File: config.mk
export PLATFORM = sky130hd
export DESIGN_NAME = bba_ctrl
export DESIGN_NICKNAME = d
export VERILOG_FILES = /design/src/rtl/bitmap_block_allocator_core_macros.svh /design/src/rtl/bba_pkg.sv /design/src/rtl/bba_ctrl.sv
export SDC_FILE = /design/constraint.sdc
export NUM_CORES = 1
export LEC_CHECK = 0
export BUFFER_PORTS_ARGS = -buffer_cell sky130_fd_sc_hd__buf_2
export CELL_PAD_IN_SITES_DETAIL_PLACEMENT = 1
export CELL_PAD_IN_SITES_GLOBAL_PLACEMENT = 1
export CORE_UTILIZATION = 41
export DETAILED_ROUTE_END_ITERATION = 8
export PLACE_DENSITY = 0.92
export SYNTH_ARGS = -nofsm -noshare
export SYNTH_HDL_FRONTEND = slang
export SYNTH_SLANG_ARGS = --single-unit
File: constraint.sdc
create_clock -name clk -period 7.77 [get_ports clk]
set_clock_uncertainty 0.15 [all_clocks]
set_input_delay 1.9425 -clock clk [delete_from_list [all_inputs] [get_ports clk]]
set_output_delay 1.9425 -clock clk [all_outputs]
set_load 0.1 [all_outputs]
File: src/rtl/bitmap_block_allocator_core_macros.svh
// Assertion macros for the bitmap block allocator.
// Included by files that carry concurrent checks; no other dependency.
`ifndef BITMAP_BLOCK_ALLOCATOR_CORE_MACROS_SVH
`define BITMAP_BLOCK_ALLOCATOR_CORE_MACROS_SVH

`ifndef ASSERT_OFF
// Check that a property holds at every clock edge outside reset
`define BBA_ASSERT(lbl, clk, rst, prop, msg) \
  lbl: assert property (@(posedge clk) disable iff (rst) prop) else $error(msg);
// Check that a condition never occurs outside reset
`define BBA_ASSERT_NEVER(lbl, clk, rst, cond, msg) \
  lbl: assert property (@(posedge clk) disable iff (rst) !(cond)) else $error(msg);
`else
`define BBA_ASSERT(lbl, clk, rst, prop, msg)
`define BBA_ASSERT_NEVER(lbl, clk, rst, cond, msg)
`endif

`endif

File: src/rtl/bba_pkg.sv
// Shared types and constants of the bitmap block allocator.
// No dependencies; used by the map RAM, the controller and the top level.
`default_nettype none

package bba_pkg;

  // Map geometry
  localparam int NUM_BLOCKS = 65536;
  localparam int WORD_BITS  = 32;
  localparam int BIT_W      = $clog2(WORD_BITS);
  localparam int MAP_WORDS  = NUM_BLOCKS / WORD_BITS;
  localparam int ADDR_W     = $clog2(MAP_WORDS);
  localparam int WCNT_W     = ADDR_W + 1;

  // Field widths
  localparam int IDX_W   = 16;
  localparam int LIMIT_W = 17;

  // Limit handling
  localparam int INDEX_SPAN = 65536;
  localparam int LIMIT_CAP  = (NUM_BLOCKS < INDEX_SPAN) ? NUM_BLOCKS : INDEX_SPAN;
  localparam logic [LIMIT_W-1:0] LIMIT_MAX   = LIMIT_W'(LIMIT_CAP);
  localparam logic [LIMIT_W-1:0] LIMIT_RESET = LIMIT_W'(65454);

  // Request kinds
  localparam logic ACT_ALLOC = 1'b0;
  localparam logic ACT_FREE  = 1'b1;

  typedef enum logic [2:0] {
    ST_CLEAR,
    ST_IDLE,
    ST_SCAN,
    ST_FREE_RD,
    ST_FREE_WR,
    ST_DONE
  } bba_state_t;

  // Map RAM access from the controller
  typedef struct packed {
    logic                 we;
    logic [ADDR_W-1:0]    waddr;
    logic [WORD_BITS-1:0] wdata;
    logic [ADDR_W-1:0]    raddr;
  } bba_mem_req_t;

  // Finished result offered to the output register
  typedef struct packed {
    logic             valid;
    logic             ok;
    logic [IDX_W-1:0] idx;
  } bba_result_t;

  // Controller status
  typedef struct packed {
    logic in_ready;
    logic clearing;
  } bba_status_t;

endpackage

`default_nettype wire

File: src/rtl/bba_ctrl.sv
// Allocator sequencer: clears the map after reset, scans it first-fit for
// allocations and does read-modify-write for frees. Depends on bba_pkg.
`default_nettype none

module bba_ctrl (
  input  wire logic                             clk,
  input  wire logic                             rst,
  input  wire logic                             in_valid,
  input  wire logic                             in_action,
  input  wire logic [bba_pkg::IDX_W-1:0]        in_index,
  input  wire logic [bba_pkg::LIMIT_W-1:0]      lim,
  output bba_pkg::bba_mem_req_t                 mem_req,
  input  wire logic [bba_pkg::WORD_BITS-1:0]    mem_rdata,
  output bba_pkg::bba_result_t                  res,
  input  wire logic                             res_ready,
  output bba_pkg::bba_status_t                  status
);

  localparam int AW = bba_pkg::ADDR_W;
  localparam int BW = bba_pkg::BIT_W;
  localparam int WB = bba_pkg::WORD_BITS;
  localparam int CW = bba_pkg::WCNT_W;

  bba_pkg::bba_state_t state, state_next;

  logic [AW-1:0]             clr_addr, clr_addr_next;
  logic [CW-1:0]             rd_addr, rd_addr_next;
  logic                      rd_pend, rd_pend_next;
  logic [AW-1:0]             rd_word, rd_word_next;
  logic [bba_pkg::IDX_W-1:0] tgt, tgt_next;
  logic                      res_ok, res_ok_next;
  logic [bba_pkg::IDX_W-1:0] res_idx, res_idx_next;

  logic [bba_pkg::LIMIT_W:0] words_sum;
  logic [CW-1:0]             words;
  logic [CW-1:0]             lim_word;
  logic [WB-1:0]             mask;
  logic [WB-1:0]             free_bits;
  logic                      hit;
  logic                      more;
  logic [BW-1:0]             hit_bit;

  // Lowest set bit of a map word
  function automatic logic [BW-1:0] lowest_set(input logic [WB-1:0] v);
    logic [BW-1:0] pos;
    pos = '0;
    for (int i = WB - 1; i >= 0; i--) begin
      if (v[i]) begin
        pos = BW'(i);
      end
    end
    return pos;
  endfunction

  // Number of map words that hold usable blocks
  assign words_sum = {1'b0, lim} + (bba_pkg::LIMIT_W + 1)'(WB - 1);
  assign words     = words_sum[bba_pkg::LIMIT_W-1:BW];
  assign lim_word  = lim[bba_pkg::LIMIT_W-1:BW];

  // Keep only free bits of the returned word that lie below the limit
  always_comb begin
    for (int b = 0; b < WB; b++) begin
      mask[b] = ({1'b0, rd_word} < lim_word) ||
                (({1'b0, rd_word} == lim_word) && (BW'(b) < lim[BW-1:0]));
    end
  end

  assign free_bits = ~mem_rdata & mask;
  assign hit       = rd_pend && (|free_bits);
  assign hit_bit   = lowest_set(free_bits);
  assign more      = rd_addr < words;

  // State register and datapath registers
  always_ff @(posedge clk) begin
    if (rst) begin
      state    <= bba_pkg::ST_CLEAR;
      clr_addr <= '0;
      rd_pend  <= 1'b0;
    end else begin
      state    <= state_next;
      clr_addr <= clr_addr_next;
      rd_pend  <= rd_pend_next;
    end
    rd_addr <= rd_addr_next;
    rd_word <= rd_word_next;
    tgt     <= tgt_next;
    res_ok  <= res_ok_next;
    res_idx <= res_idx_next;
  end

  // Next state, memory requests and results
  always_comb begin
    state_next    = state;
    clr_addr_next = clr_addr;
    rd_addr_next  = rd_addr;
    rd_pend_next  = 1'b0;
    rd_word_next  = rd_word;
    tgt_next      = tgt;
    res_ok_next   = res_ok;
    res_idx_next  = res_idx;
    mem_req       = '0;
    res           = '0;
    status        = '0;

    case (state)
      bba_pkg::ST_CLEAR: begin
        // Sweep the map to zero, one word a cycle
        status.clearing = 1'b1;
        mem_req.we      = 1'b1;
        mem_req.waddr   = clr_addr;
        mem_req.wdata   = '0;
        clr_addr_next   = clr_addr + AW'(1);
        if (clr_addr == {AW{1'b1}}) begin
          state_next = bba_pkg::ST_IDLE;
        end
      end

      bba_pkg::ST_IDLE: begin
        status.in_ready = 1'b1;
        if (in_valid) begin
          tgt_next     = in_index;
          res_idx_next = '0;
          res_ok_next  = 1'b0;
          rd_addr_next = '0;
          if (in_action == bba_pkg::ACT_FREE) begin
            if ({1'b0, in_index} < lim) begin
              state_next = bba_pkg::ST_FREE_RD;
            end else begin
              state_next = bba_pkg::ST_DONE;
            end
          end else begin
            state_next = bba_pkg::ST_SCAN;
          end
        end
      end

      bba_pkg::ST_SCAN: begin
        if (hit) begin
          // Claim the lowest free block of this word
          mem_req.we    = 1'b1;
          mem_req.waddr = rd_word;
          mem_req.wdata = mem_rdata | (WB'(1) << hit_bit);
          res_ok_next   = 1'b1;
          res_idx_next  = bba_pkg::IDX_W'({rd_word, hit_bit});
          state_next    = bba_pkg::ST_DONE;
        end else if (!more) begin
          // Map full below the limit
          res_ok_next  = 1'b0;
          res_idx_next = '0;
          state_next   = bba_pkg::ST_DONE;
        end else begin
          // Fetch the next word
          mem_req.raddr = rd_addr[AW-1:0];
          rd_word_next  = rd_addr[AW-1:0];
          rd_addr_next  = rd_addr + CW'(1);
          rd_pend_next  = 1'b1;
        end
      end

      bba_pkg::ST_FREE_RD: begin
        mem_req.raddr = tgt[bba_pkg::IDX_W-1:BW];
        state_next    = bba_pkg::ST_FREE_WR;
      end

      bba_pkg::ST_FREE_WR: begin
        // Clear the block bit and write the word back
        mem_req.we    = 1'b1;
        mem_req.waddr = tgt[bba_pkg::IDX_W-1:BW];
        mem_req.wdata = mem_rdata & ~(WB'(1) << tgt[BW-1:0]);
        res_ok_next   = 1'b1;
        res_idx_next  = '0;
        state_next    = bba_pkg::ST_DONE;
      end

      bba_pkg::ST_DONE: begin
        // Hold the result until the output register takes it
        res.valid = 1'b1;
        res.ok    = res_ok;
        res.idx   = res_idx;
        if (res_ready) begin
          state_next = bba_pkg::ST_IDLE;
        end
      end

      default: begin
        state_next = bba_pkg::ST_IDLE;
      end
    endcase
  end

endmodule

`default_nettype wire

; After elaboration in Yosys (flattened, before gate mapping)
; Index checks and enable logic that the tools add are counted.
; Widths: inputs -> output; s select.
[word_totals]
inputBits = 70
output_inout_bits = 75
n_memories = 0
mem_bits_ro = 0
ram_bits = 0
latchBits = 0
ff_bits = 71
[classes]
n_shift = 2
multipliers = 0
n_div = 0
n_mux = 61
eq_ne = 13
n_reduce_logical = 75
n_lt_le_gt_ge = 35
bitwise = 7
n_addsub = 3
[ops]
columns = cell, count
row1 = $mux 5, 32
row2 = $pmux 44 s3, 1
row3 = $lt 5x5->1 const A, 16
row4 = $and 32x32->32, 2
row5 = $not 32->32, 2
row6 = $shl 1x5->32 const A, 2
row7 = $mux 16, 3
row8 = $pmux 16 s3, 1
row9 = $mux 44, 1
row10 = $lt 4x5->1 const A, 8
row11 = $mux 12, 3
row12 = $logic_and 1x1->1, 33
row13 = $logic_or 1x1->1, 32
row14 = $or 32x32->32, 1
row15 = $reduce_or 32->1, 1
row16 = $pmux 12 s2, 1
row17 = $mux 11, 2
row18 = $pmux 11 s2, 1
row19 = $mux 3, 7
row20 = $lt 3x5->1 const A, 4
row21 = $mux 18, 1
row22 = $pmux 3 s6, 1
row23 = $add 17x5->17 const B, 1
row24 = $lt 16x17->1, 1
row25 = 23 further kinds, 39

; Depth between registers and ports, before layout
; Gate-level depths: netlist of run 1.
[depth]
word_depth = 40
depth_mapped = 19

; Worst setup path after synthesis of run 1
; No wires, ideal clock.
[synth_timing]
path_kind = input -> output
start = input lim[13] (netlist bit)
end = output mem_req[14] (netlist bit)
path_stages = 13
slack_ps = -1000
t_arrival_ps = 6677
t_required_ps = 5677
path_buffers = 2
cell_sequence = inv_1 ha_1 nand4b_4 or4_1 buf_4 nor2_2 a22oi_1 o221ai_1 a311oi_1 o31a_1 or2_0 clkbuf_1 o31ai_1
[synth_lines]
columns = element, line
row1 = start: declaration, bba_ctrl.sv:11  ; input wire logic [bba_pkg::LIMIT_W-1:0] lim,
row2 = end: declaration, bba_ctrl.sv:12  ; output bba_pkg::bba_mem_req_t mem_req,

==> flow_metrics.py, run 1 <==
metrics = {
    "run_status": {
        "status": "finished with violations",
        "violations": "setup timing",
    },
    "final_layout": {
        "diodes": 0,
        "synthToLayoutAreaGrowth_pct": 43.4,
        "drive_above_1_share": 0.366,
        "final_nets": 1011,
        "post-route-util": 0.611,
    },
    "clock_tree": {
        "clk_latency_ps": 370,
        "cts_tree": "done",
        "clock-sinks": 71,
        "root_buffer": "clkbuf_16",
        "cts_hold_buf": 0,
        "clock_path_buffers": 2,
        "htree_levels": 3,
        "clk_pin_slew_ps": 60,
        "cts_buffers": 9,
    },
    "critical_path": {
        "criticalPathCategory": "input pin to primary output",
        "worst-endpoint-arrival_ps": 5870,
        "worstPathRequired_ps": 5680,
        "crit_fanout": 10,
        "worst_setup_path_end_kind": "primary output",
        "cp-start-kind": "input pin",
    },
    "timing": {
        "worst_pin_slew_ps": 1440,
        "fin_crit_sh": 1.02,
        "setup_ws_ps": -190,
        "hold_violations": 0,
        "rsz0062_at_grt": "true",
        "slew_violations": 0,
        "clock.fmax_mhz": 126,
        "period_needed_ps": 7960,
        "setup_tns_ps": -4140,
        "slew_headroom": 0.0374,
        "timing.final.setup_violations": 50,
    },
    "run": {
        "cap_violations": 0,
    },
    "floorplanning": {
        "core_area_um2": 14800,
        "pin_count": 145,
        "row_count": 44,
        "die_h_um": 126,
        "dieArea_um2": 15800,
        "initial_core_util": 0.426,
        "dieWidth_um": 126,
    },
    "logic_synthesis": {
        "yosys.area_share.simple": 0.228,
        "synth_compound_area_frac": 0.291,
        "synth_top_area_share": 0.268,
        "synth_area_leaders": "edfxtp_1 27%, ha_1 7.8%, a21oi_1 7.1%, dfxtp_1 4.8%, nor2_1 3.8%",
        "synth_warnings": 0,
        "yosysTopAreaCell": "edfxtp_1",
        "synth-xor-area-share": 0.0376,
        "synthMuxAreaShare": 0.00319,
        "synth_top_family_by_area": "compound AO/OA/AOI/OAI gates",
        "synth_fa_ha_area_frac": 0.0776,
        "ys_ff_latch": 71,
        "synth-edff-count": 56,
        "seq_area_frac_synth": 0.315,
        "synthFlopType": "edfxtp_1",
        "synth_cells": 732,
        "syn-mean-instance-area_um2": 8.59,
        "ys_types": 80,
        "ys_async_sr_fraction": 0,
        "syn_area_um2": 6280,
        "synth_fp_nets": 841,
    },
    "detailed_routing": {
        "detail_route.wl_per_cell_um": 31.9,
        "dr.pass1.iters": 6,
        "route.detailed.drc": 0,
        "vias_per_cell": 7.23,
        "wl_mm": 34.8,
        "vias": 7890,
        "ant_nets": 0,
        "drt_iter0_drc": 1027,
    },
    "place": {
        "place.port_buffers": 144,
        "dpl.hpwl_mm": 21.2,
        "gp_congestion": 0.978,
    },
    "global_routing": {
        "grtUsageMet1": 0.470,
        "grt_pass1_vias": 7579,
        "grt_use_met2": 0.613,
        "grt_pass1_wl_mm": 45.7,
        "gr-usage-all-layers": 0.380,
        "grt.busiest_layer": "met2",
        "grt_max_degree": 34,
        "grt-ovfl-total": 0,
        "antenna_found_initial": 2,
        "grt_util_met3": 0.0833,
    },
    "power_and_ir_drop": {
        "leakage_nw": 3.75,
        "peakVddDrop_v": 0.000163,
        "power.density_nw_per_um2": 123,
    },
    "hold_path": {
        "hold_path.class": "flip-flop to flip-flop",
    },
}
## placed cells by master, fill, tap and decap left out, types with 21 or more instances in the layout
cell type,n
nor2_1,60
and2_1,23
edfxtp_1,56
buf_4,52
buf_12,45
and3_1,21
inv_1,28
ha_1,36
nand2_1,46
a21oi_1,76
buf_2,90
## critical path, cell delays in order
cell and delay, ps:
buf_2 110, inv_1 100, ha_1 410, a21oi_1 300, o32a_1 350, o31a_4 330
buf_4 240, a22oi_1 170, o22ai_2 350, nor4_4 110, buf_4 150, buf_4 130
nand2b_1 250, nor3_2 250, nand2_2 190, o21ai_1 260, buf_12 210
## per-layer routing
metal | vias to the layer above | wire length [um]
met1 | 3765 | 12300
met4 | 0 | 2540
li1 | 3125 | -
met3 | 245 | 4240
met2 | 755 | 15700
met5 | - | 0
## flip-flops by register name, indices dropped and copies added, names as in the netlist
signal and cells:
rd_pend 1, clr_addr 11, res_idx 16, tgt 16, rd_addr 12, res_ok 1, state 3, rd_word 11
## repair_timing
action / 4_1_cts / 5_1_grt
cloned: 0 / 2
endpoints found under the setup margin: 50 / 55
resized for setup: 28 / 72
buffers inserted: 5 / 17
pin swaps: 5 / 16
## kinds of logic after synthesis
family                     count (synthesis)
AOI/OAI and AO/OA                        268
muxes                                      2
DFF                                       71
and+or+nand+nor                          259
adders and majority gates                 39
xor gates and xnor gates                  27
buffers and inverters                     66
## report_power, final
part | leakage (nW) | total [mW] | internal [mW] | switching, mW
Sequential | 0.635 | 0.409 | 0.407 | 0.00230
Clock | 0.147 | 0.452 | 0.253 | 0.199
Combinational | 2.97 | 0.248 | 0.0833 | 0.165
## Yosys cell counts (all sizes together), types with 8 or more instances
master / n
nand4: 10
inv: 29
nand3: 17
o21ai: 58
xnor2: 15
o22ai: 14
and3: 21
nor3: 18
xor2: 12
nor4: 8
dfxtp: 15
nor2b: 8
clkbuf: 19
a21oi: 92
nor2: 66
nand2b: 9
buf: 18
ha: 39
and2: 23
edfxtp: 56
nand2: 52
a21o: 9
a221o: 11
a22o: 12
## through the flow
step	setup slack, ps	area (um2)	power [mW]	hold WS (ps)	std cells
finish	-190	9010	1.11	457	1091
global route	-211	9010	1.13	475	1091
CTS	2.91	8550	1.05	429	1072
detailed placement	-162	8080	0.610	411	1051
global placement	114	8080	0.599	365	1051
floorplan	-360	6420	0.533	343	732
## path summary, 6_finish.rpt
kind	to	from	slack, ps	cells past startpoint
setup / recovery	mem_req[41]	lim[12]	-190	17
hold / removal	clr_addr[8]$_SDFFE_PP0P_	clr_addr[8]$_SDFFE_PP0P_	460	2
setup reg to reg	res_ok$_DFFE_PP_	rd_word[10]$_DFFE_PP_	3290	15
hold reg to reg	clr_addr[8]$_SDFFE_PP0P_	clr_addr[8]$_SDFFE_PP0P_	460	2
## final cells by class
class / count / area (um2)
fillers: 1629 / 5740
multi-input cells: 596 / 4550
flip-flops and latches: 71 / 1980
repair buffers: 195 / 1840
well taps: 184 / 230
clock buffers: 9 / 225
inverters: 29 / 109
clock inverters: 7 / 81.3
(Power assumes the default switching activity.)
==> inputs of run 2 (changes only) <==
Clock period 7.77 ns to 8 ns, I/O delays scaled along.
==> flow_metrics.py, run 2 (synthesis gave the netlist of run 1 again) <==
metrics = {
    "run_status": {
        "status": "finished with violations",
        "violations": "setup timing",
    },
    "timing": {
        "rsz0062_at_grt": "true",
        "slew_headroom": 0.186,
        "worst_pin_slew_ps": 1220,
        "hold_violations": 0,
        "fin_crit_sh": 1.05,
        "period_needed_ps": 8410,
        "setup_tns_ps": -4930,
        "timing.final.setup_violations": 49,
        "holdWs_ps": 471,
        "setup_ws_ps": -414,
        "clock.fmax_mhz": 119,
        "slew_violations": 0,
    },
    "final_layout": {
        "synthToLayoutAreaGrowth_pct": 36.0,
        "design_area_um2": 8550,
        "final_cell_count_no_fill": 1075,
        "layout_commonest_cell": "buf_2",
        "final_nets": 995,
        "largest_registers": "res_idx x16, tgt x16, rd_addr x12",
        "drive_above_1_share": 0.305,
        "final_cell_mix": "93 x buf_2, 82 x a21oi_1, 61 x nor2_1, 56 x edfxtp_1, 49 x nand2_1",
        "fillCellCount": 1682,
        "diodes": 0,
    },
    "critical_path": {
        "cp_slowest_stage_delay_ps": 480,
        "cp_top_family": "compound AO/OA/AOI/OAI gates",
        "cp_common_cell": "buf_12",
        "slowest_stage": "o21ai_1",
        "worstPathRequired_ps": 5850,
        "crit_buf_inv": 5,
        "worst_setup_path_end_kind": "primary output",
        "cp-start-kind": "input pin",
        "criticalPathCategory": "input pin to primary output",
        "worst-endpoint-arrival_ps": 6260,
        "crit_chain": "buf_2, inv_1, ha_1, nand4b_4, o32a_1, o31a_1, buf_4, a21oi_1, o22ai_1, nor4_4, nand4_2, and2_1, buf_12, o21ai_1, o31ai_4, buf_12",
        "crit_fanout": 34,
        "crit_start": "lim[13]",
        "r2r_start": "rd_word[10]$_DFFE_PP_",
    },
    "floorplanning": {
        "initial_core_util": 0.426,
        "die_h_um": 126,
        "dieArea_um2": 15800,
        "row_count": 44,
        "core_area_um2": 14800,
        "dieWidth_um": 126,
        "pin_count": 145,
    },
    "detailed_routing": {
        "dr.pass1.iters": 8,
        "vias": 7661,
        "ant_nets": 0,
        "wl_mm": 31.1,
        "drt_iter0_drc": 1149,
        "vias_per_cell": 7.13,
        "route.detailed.drc": 0,
        "detail_route.wl_per_cell_um": 28.9,
    },
    "clock_tree": {
        "clk_pin_slew_ps": 60,
        "htree_levels": 3,
        "clock-sinks": 71,
        "cts_buffers": 9,
        "root_buffer": "clkbuf_16",
        "cts_hold_buf": 0,
        "clock_path_buffers": 2,
        "cts_tree": "done",
        "clk_latency_ps": 350,
    },
    "global_routing": {
        "grt_pass1_vias": 7304,
        "antenna_found_initial": 0,
        "grt_max_degree": 35,
        "grt_pass1_wl_mm": 42.1,
        "gr-usage-all-layers": 0.345,
        "grt-ovfl-total": 0,
    },
    "power_and_ir_drop": {
        "leakage_nw": 3.57,
        "power.density_nw_per_um2": 120,
        "peakVddDrop_v": 0.000131,
    },
    "place": {
        "placed_cells": 1052,
        "gp_congestion": 0.974,
        "dpl.hpwl_mm": 20.8,
        "placed_cell_area_um2": 8090,
        "place.port_buffers": 144,
    },
    "hold_path": {
        "hold_start": "clr_addr[9]$_SDFFE_PP0P_",
        "hold_path.class": "flip-flop to flip-flop",
    },
    "run": {
        "cap_violations": 0,
    },
}
## run 2: cell types whose count changed in the layout (fill, tap and decap cells not counted), moves of 5 or more
cell | before | now
o21ai_1 | 20 | 28
buf_6 | 5 | 0
clkbuf_4 | 2 | 7
a21oi_1 | 76 | 82
buf_4 | 52 | 34
a211oi_1 | 2 | 7
o21ai_2 | 15 | 9
## run 2: area by class of cell
type                    count  area (um2)  share of cell area
multi-input cells         595        4240               0.496
clock buffers              10         229              0.0268
flip-flops and latches     71        1980               0.232
well taps                 184         230              0.0269
inverters                  29         109              0.0127
repair buffers            180        1690               0.198
clock inverters             6        61.3             0.00717
## run 2: worst paths after layout
kind,endpoint,slack [ps],depth (start not counted)
setup / recovery,mem_req[34],-410,16
hold / removal,clr_addr[9]$_SDFFE_PP0P_,470,3
setup reg to reg,res_idx[11]$_SDFFCE_PN0P_,3320,15
hold reg to reg,clr_addr[9]$_SDFFE_PP0P_,470,3
## run 2: power breakdown
| group | internal (mW) | switching (mW) | total, mW | leakage [nW] |
|---|---|---|---|---|
| Sequential | 0.395 | 0.00209 | 0.397 | 0.635 |
| Combinational | 0.0730 | 0.148 | 0.221 | 2.80 |
| Clock | 0.240 | 0.166 | 0.407 | 0.132 |
| Total | 0.708 | 0.316 | 1.02 | 3.57 |
## run 2: what timing repair did
action / 4_1_cts / 5_1_grt
cloned: 0 / 0
endpoints found under the setup margin: 25 / 49
resized for setup: 3 / 27
pin swaps: 0 / 2
setup buffers: 2 / 5
## run 2: stage by stage
stage | setup WS (ps) | power (mW) | util
5_1_grt | -530 | 1.04 | 0.579
3_3_place_gp | 197 | 0.582 | 0.548
4_1_cts | 0.0644 | 0.990 | 0.569
3_5_place_dp | -7.02 | 0.592 | 0.548
6_report | -414 | 1.02 | 0.579
2_1_floorplan | -245 | 0.517 | -
## run 2: routing by layer
metal	global-route usage	share of wire
met5	0	0
met2	0.552	0.45
met4	0.181	0.067
met3	0.0709	0.12
met1	0.441	0.37
## run 2: tightest hold or removal path, stage by stage, from the launching register on
cell and delay, ps:
dfxtp_1 320, inv_1 110, xnor2_1 80, nor2_1 70
